**config.mk**
```make
export PLATFORM = sky130hd
export DESIGN_NAME = length_prefixed_frame_parser
export DESIGN_NICKNAME = d
export VERILOG_FILES = /design/src/hdl/lfp_pkg.sv /design/src/hdl/lfp_hdr_check.sv /design/src/hdl/length_prefixed_frame_parser.sv
export SDC_FILE = /design/constraint.sdc
export NUM_CORES = 1
export LEC_CHECK = 0
export BUFFER_PORTS_ARGS = -buffer_cell sky130_fd_sc_hd__buf_2
export CAP_MARGIN = 20
export CORE_MARGIN = 4
export CORE_UTILIZATION = 42
export CTS_CLUSTER_SIZE = 10
export DETAILED_ROUTE_END_ITERATION = 6
export SLEW_MARGIN = 20
export SYNTH_ARGS = -nofsm -noshare
export SYNTH_HDL_FRONTEND = slang
export SYNTH_HIERARCHICAL = 1
export SYNTH_SLANG_ARGS = --single-unit
export TNS_END_PERCENT = 5
```
**constraint.sdc**
```tcl
create_clock -name clk -period 7.34 [get_ports clk]
set_clock_uncertainty 0.15 [all_clocks]
set_input_delay 1.468 -clock clk [delete_from_list [all_inputs] [get_ports clk]]
set_output_delay 1.468 -clock clk [all_outputs]
set_load 0.02 [all_outputs]
```
**src/hdl/lfp_pkg.sv**
```systemverilog
package lfp_pkg;

  // header layout, little-endian byte offsets
  localparam int HEADER_BYTES = 30;
  localparam int OFF_MAGIC    = 0;
  localparam int OFF_MAJOR    = 4;
  localparam int OFF_MTYPE    = 8;
  localparam int OFF_FLAGS    = 10;
  localparam int OFF_REQ_ID   = 14;
  localparam int OFF_LENGTH   = 22;

  // result kinds
  localparam logic [1:0] KIND_HEADER = 2'd0;
  localparam logic [1:0] KIND_DATA   = 2'd1;
  localparam logic [1:0] KIND_ERROR  = 2'd2;

  // error codes
  localparam logic [1:0] ERR_MAGIC  = 2'd0;
  localparam logic [1:0] ERR_MAJOR  = 2'd1;
  localparam logic [1:0] ERR_LENGTH = 2'd2;

  // configuration register indexes
  localparam logic [1:0] REG_MAGIC   = 2'd0;
  localparam logic [1:0] REG_MAJOR   = 2'd1;
  localparam logic [1:0] REG_MAX_LEN = 2'd2;

  typedef struct packed {
    logic [15:0] message_type;
    logic [31:0] flags;
    logic [63:0] request_id;
    logic [63:0] length;
  } hdr_fields_t;

  typedef struct packed {
    logic        pass;
    logic [1:0]  err;
    hdr_fields_t fields;
  } hdr_verdict_t;

endpackage

```
**src/hdl/lfp_hdr_check.sv**
```systemverilog
module lfp_hdr_check import lfp_pkg::*; (
  input  logic [HEADER_BYTES*8-1:0] hdr_vec,
  input  logic [31:0]               expected_magic,
  input  logic [15:0]               expected_major,
  input  logic [31:0]               max_payload_len,
  output hdr_verdict_t              verdict
);

  logic [31:0] magic;
  logic [15:0] major;
  logic [63:0] length;
  logic        len_too_big;

  // field extraction
  assign magic  = hdr_vec[OFF_MAGIC*8 +: 32];
  assign major  = hdr_vec[OFF_MAJOR*8 +: 16];
  assign length = hdr_vec[OFF_LENGTH*8 +: 64];

  // full 64-bit length against the 32-bit limit
  assign len_too_big = (length[63:32] != 32'd0) || (length[31:0] > max_payload_len);

  // checks in order magic, major, length
  always_comb begin
    verdict.fields.message_type = hdr_vec[OFF_MTYPE*8 +: 16];
    verdict.fields.flags        = hdr_vec[OFF_FLAGS*8 +: 32];
    verdict.fields.request_id   = hdr_vec[OFF_REQ_ID*8 +: 64];
    verdict.fields.length       = length;
    verdict.pass = 1'b0;
    verdict.err  = ERR_MAGIC;
    priority if (magic != expected_magic) begin
      verdict.err = ERR_MAGIC;
    end else if (major != expected_major) begin
      verdict.err = ERR_MAJOR;
    end else if (len_too_big) begin
      verdict.err = ERR_LENGTH;
    end else begin
      verdict.pass = 1'b1;
    end
  end

endmodule

```
**src/hdl/length_prefixed_frame_parser.sv**
```systemverilog
// a byte goes to the input register, then its result to the result register
// throughput: one byte per cycle unless the output stalls; the header check and
// payload count take one pass between the input register and the result register
// input is held back only while a byte that yields a result meets a stalled output
// reset: synchronous; clears phase, counters, config and valid flags; the
// header buffer is not cleared since every header overwrites it before use
module length_prefixed_frame_parser import lfp_pkg::*; (
  input  logic        clk,
  input  logic        rst,
  // configuration
  input  logic        cfg_write,
  input  logic [1:0]  cfg_index,
  input  logic [31:0] cfg_data,
  // input requests
  input  logic        in_valid,
  output logic        in_ready,
  input  logic [7:0]  byte_in,
  // result requests
  output logic        out_valid,
  input  logic        out_ready,
  output logic [1:0]  result_kind,
  output logic [15:0] message_type,
  output logic [31:0] header_flags,
  output logic [63:0] request_id,
  output logic [31:0] payload_len,
  output logic [7:0]  data_byte,
  output logic        last_of_frame,
  output logic [1:0]  error_code
);

  logic [31:0] expected_magic;
  logic [15:0] expected_major;
  logic [31:0] max_payload_len;

  logic        s1_valid;
  logic [7:0]  s1_byte;
  logic        phase;
  logic [4:0]  hdr_count;
  logic [31:0] remaining;
  logic [7:0]  hdr_buf [0:HEADER_BYTES-2];

  logic [HEADER_BYTES*8-1:0] hdr_vec;
  hdr_verdict_t verdict;

  logic last_hdr;
  logic need_out;
  logic out_free;
  logic s1_adv;
  logic out_load;
  logic in_fire;

  // assembled header, final byte straight from the input register
  for (genvar i = 0; i < HEADER_BYTES - 1; i++) begin : g_hdr
    assign hdr_vec[i*8 +: 8] = hdr_buf[i];
  end
  assign hdr_vec[(HEADER_BYTES-1)*8 +: 8] = s1_byte;

  lfp_hdr_check u_check (
    .hdr_vec         (hdr_vec),
    .expected_magic  (expected_magic),
    .expected_major  (expected_major),
    .max_payload_len (max_payload_len),
    .verdict         (verdict)
  );

  // flow control
  assign last_hdr = !phase && (hdr_count == 5'(HEADER_BYTES - 1));
  assign need_out = phase || last_hdr;
  assign out_free = !out_valid || out_ready;
  assign s1_adv   = s1_valid && (!need_out || out_free);
  assign out_load = s1_adv && need_out;
  assign in_ready = !s1_valid || s1_adv;
  assign in_fire  = in_valid && in_ready;

  // control state and configuration
  always_ff @(posedge clk) begin
    if (rst) begin
      expected_magic  <= '0;
      expected_major  <= '0;
      max_payload_len <= '0;
      s1_valid        <= 1'b0;
      phase           <= 1'b0;
      hdr_count       <= '0;
      remaining       <= '0;
      out_valid       <= 1'b0;
    end else begin
      if (cfg_write) begin
        unique case (cfg_index)
          REG_MAGIC:   expected_magic  <= cfg_data;
          REG_MAJOR:   expected_major  <= cfg_data[15:0];
          REG_MAX_LEN: max_payload_len <= cfg_data;
          default:     ;
        endcase
      end

      if (in_fire) begin
        s1_valid <= 1'b1;
      end else if (s1_adv) begin
        s1_valid <= 1'b0;
      end

      if (s1_adv) begin
        if (phase) begin
          remaining <= remaining - 32'd1;
          if (remaining == 32'd1) begin
            phase <= 1'b0;
          end
        end else if (last_hdr) begin
          hdr_count <= '0;
          if (verdict.pass && (verdict.fields.length != 64'd0)) begin
            phase     <= 1'b1;
            remaining <= verdict.fields.length[31:0];
          end
        end else begin
          hdr_count <= hdr_count + 5'd1;
        end
      end

      if (out_load) begin
        out_valid <= 1'b1;
      end else if (out_ready) begin
        out_valid <= 1'b0;
      end
    end
  end

  // input byte and header buffer
  always_ff @(posedge clk) begin
    if (in_fire) begin
      s1_byte <= byte_in;
    end
    if (s1_adv && !phase && !last_hdr) begin
      hdr_buf[hdr_count] <= s1_byte;
    end
  end

  // result register
  always_ff @(posedge clk) begin
    if (out_load) begin
      result_kind   <= KIND_DATA;
      message_type  <= '0;
      header_flags  <= '0;
      request_id    <= '0;
      payload_len   <= '0;
      data_byte     <= '0;
      last_of_frame <= 1'b0;
      error_code    <= '0;
      if (phase) begin
        data_byte     <= s1_byte;
        last_of_frame <= (remaining == 32'd1);
      end else if (verdict.pass) begin
        result_kind   <= KIND_HEADER;
        message_type  <= verdict.fields.message_type;
        header_flags  <= verdict.fields.flags;
        request_id    <= verdict.fields.request_id;
        payload_len   <= verdict.fields.length[31:0];
        last_of_frame <= (verdict.fields.length == 64'd0);
      end else begin
        result_kind <= KIND_ERROR;
        error_code  <= verdict.err;
      end
    end
  end

`ifndef SYNTH
  // header counter is idle during payload
  a_phase_count: assert property (@(posedge clk) disable iff (rst)
    phase |-> (hdr_count == 5'd0))
    else $error("header count not zero in payload phase");

  // payload phase always has bytes left
  a_remaining: assert property (@(posedge clk) disable iff (rst)
    phase |-> (remaining != 32'd0))
    else $error("payload phase with nothing remaining");

  // counter stays inside the header
  a_count_range: assert property (@(posedge clk) disable iff (rst)
    hdr_count < 5'(HEADER_BYTES))
    else $error("header count beyond header length");

  // an accepted header with payload moves to the payload phase
  a_enter_payload: assert property (@(posedge clk) disable iff (rst)
    (out_load && last_hdr && verdict.pass && (verdict.fields.length != 64'd0))
    |=> phase && out_valid && (result_kind == KIND_HEADER) && !last_of_frame)
    else $error("header with payload did not enter payload phase");

  // an error result never closes a frame
  a_error_last: assert property (@(posedge clk) disable iff (rst)
    (out_valid && (result_kind == KIND_ERROR)) |-> !last_of_frame)
    else $error("error result marked as last of frame");
`endif

endmodule
```
==> impl_metrics.py <==
metrics = {
    "setup_path": {
        "crit_chain": "ha_1 -> nand4_2 -> nor4_2 -> nand2_1 -> o21ai_0 -> and4b_4 -> inv_1 -> o31ai_4 -> a21oi_1 -> a211oi_1",
        "cp.required_ns": 7.70,
        "crit_end": "remaining[21]",
        "r2r_slack_ns": 3.41,
        "criticalPathCategory": "flip-flop to flip-flop",
        "critPathMaxFanout": 26,
        "worst_setup_path_end_kind": "flip-flop",
        "crit_arrival_ns": 4.29,
        "r2r-end": "remaining[21]",
        "rr_worst_depth": 10,
        "start_kind": "flip-flop",
        "worst_path_max_delay_cell": "o31ai_4",
        "startpoint": "hdr_buf[25][6]",
        "reg2reg_from": "hdr_buf[25][6]",
        "critical-path-max-stage-delay_ns": 0.89,
    },
    "global_route": {
        "grt_util_met2_pct": 30.1,
        "grt_remaining_overflow": 0,
        "grt_pass1_vias": 12300,
        "grt_pass1_wl_mm": 75.1,
        "grt_use_met3_pct": 3.02,
        "busiest_layer": "met2",
        "antenna_found_initial": 4,
        "grt_util_met1_pct": 25.1,
        "gr-usage-all-layers_pct": 18.3,
        "grt_max_degree": 123,
    },
    "floorplanning": {
        "design.portCount": 206,
        "rows": 81,
        "die_width_um": 231,
        "initial_core_util_pct": 42.6,
        "die_area_um2": 53500,
        "die_height_um": 231,
        "core-area_um2": 49200,
    },
    "power": {
        "clkPwrFrac_pct": 44.8,
        "power_switching_w": 0.00123,
        "powerDensity_nw_per_um2": 255,
        "finalPower_w": 0.00587,
        "p_int_w": 0.00465,
        "power.share.switching_pct": 20.9,
        "p_comb_share_pct": 2.8,
        "p_leak_nw": 9.05,
        "p_seq_share_pct": 52.4,
        "vdd_drop_max_mv": 0.167,
    },
    "clock_network": {
        "clk-insertion-delay-late_ns": 0.61,
        "cts_setup_buffers": 0,
        "root_buffer": "clkbuf_16",
        "cts-htree-levels": 2,
        "cts_tree": "done",
        "post_cts_hold_buffer_count": 0,
        "clock-sinks": 501,
        "cts.reportedPaths.clkPinSlew_ns": 0.06,
        "cts_buffer_depth": 3,
        "cts_resized": 0,
        "numCtsBuffers": 57,
    },
    "layout": {
        "fin_nets": 1794,
        "fin_cells": 2420,
        "final_common_cell": "edfxtp_1",
        "final_cell_mix": "381 x edfxtp_1, 223 x nand2_1, 204 x buf_2, 144 x and3_1, 130 x a21oi_1",
        "syn2layout_area_growth_pct": 10.0,
        "fill_cells": 4383,
        "diodes": 0,
        "drive_gt1_share_pct": 18.1,
    },
    "hold_path": {
        "hold_path_class": "flip-flop to flip-flop",
    },
    "sta": {
        "hold_viol": 0,
        "drv_slew": 0,
        "finalSetupViolCount": 0,
        "finalCritPeriodShare_pct": 53.6,
        "rsz0062_at_grt": "no",
        "max_freq_mhz": 254,
        "fin_setup_tns_ns": 0,
        "slew-limit-headroom_pct": 31.5,
        "post-route-min-period_ns": 3.93,
        "worstMarginPinSlew_ns": 1.03,
    },
    "route": {
        "viasPerCell": 5.23,
        "drtIter0Drc": 1067,
        "wl_per_cell_um": 20.8,
        "vias": 12700,
        "dr.pass1.iters": 5,
        "ant_nets": 0,
        "route.detailed.drc": 0,
        "wl_mm": 50.3,
    },
    "placed_design": {
        "dpl.hpwl_mm": 31.3,
        "dp.cells": 2313,
        "numPortBuffers": 205,
        "place.gp.congestion": 0.844,
    },
    "logic_synthesis": {
        "yosys_warnings": 6,
        "syn_area_um2": 20900,
        "avgSynthCellArea_um2": 12.4,
        "syn_nets": 1774,
        "synth_cells": 1689,
    },
    "run_status": {
        "outcome": "completed",
    },
    "flow_run": {
        "maxCapViolations": 0,
    },
}
## metrics by stage
step           setup slack [ns]  utilization (%)  area [µm²]  hold WS [ns]
6_report                   3.41             46.9       23000         0.305
3_5_place_dp               3.09             43.3       21300         0.300
4_1_cts                    3.42             46.8       23000         0.307
3_3_place_gp               3.20             43.3       21300         0.298
2_1_floorplan              1.69                -       20900         0.256
5_1_grt                    3.13             46.9       23000         0.325
## registers in the layout, indices dropped and copies added, names as in the netlist
register,cells
phase,1
data_byte,8
request_id,64
expected_magic,32
hdr_buf,216
out_valid,1
result_kind,2
hdr_count,5
expected_major,16
last_of_frame,1
max_payload_len,32
payload_len,32
message_type,16
header_flags,32
s1_byte,8
remaining,32
s1_valid,1
error_code,2
## worst min-delay path by stage
stage / cells after the start / slack [ns] / endpoint / start
after global routing: 2 / 0.33 / max_payload_len[26] / max_payload_len[26]
after detailed placement: 2 / 0.30 / max_payload_len[18] / max_payload_len[18]
after CTS: 2 / 0.31 / max_payload_len[18] / max_payload_len[18]
final: 2 / 0.30 / max_payload_len[21] / max_payload_len[21]
after global placement: 2 / 0.30 / max_payload_len[29] / max_payload_len[29]
after floorplan: 0 / 0.26 / result_kind[0] / phase
## metal layers
metal / vias up / share of wire (%)
met2: 422 / 48
met3: 84 / 6.1
met1: 6209 / 44
li1: 5933 / -
met4: 2 / 2.5
met5: - / 0.016
## area by class of cell
class | count | area (µm²) | share of cell area [%]
repair buffers | 222 | 1170 | 5.07
well taps | 664 | 831 | 3.61
inverters | 42 | 163 | 0.706
clock buffers | 102 | 1650 | 7.15
multi-input cells | 885 | 5310 | 23.0
flip-flops and latches | 501 | 13800 | 60.1
clock inverters | 4 | 71.3 | 0.310
## power groups by stage
| stage | sequential (W) | combinational [W] | clock (W) |
|---|---|---|---|
| finish | 0.00308 | 0.000166 | 0.00263 |
| floorplan | 0.00315 | 0.0000673 | 0 |
| global placement | 0.00314 | 0.000163 | 0 |
| global route | 0.00308 | 0.000179 | 0.00280 |
| CTS | 0.00308 | 0.000166 | 0.00269 |
| detailed placement | 0.00314 | 0.000165 | 0 |
## critical path, delay by kind of cell, from the launching register on
kind | cells | cell delay, ns
adder cells (fa/ha/maj) | 1 | 0.38
flip-flops | 1 | 0.53
buffers and inverters | 1 | 0.17
AO/OA/AOI/OAI | 4 | 1.44
AND/OR/NAND/NOR | 4 | 1.16
Note: power is estimated with default switching activity, not from simulation.
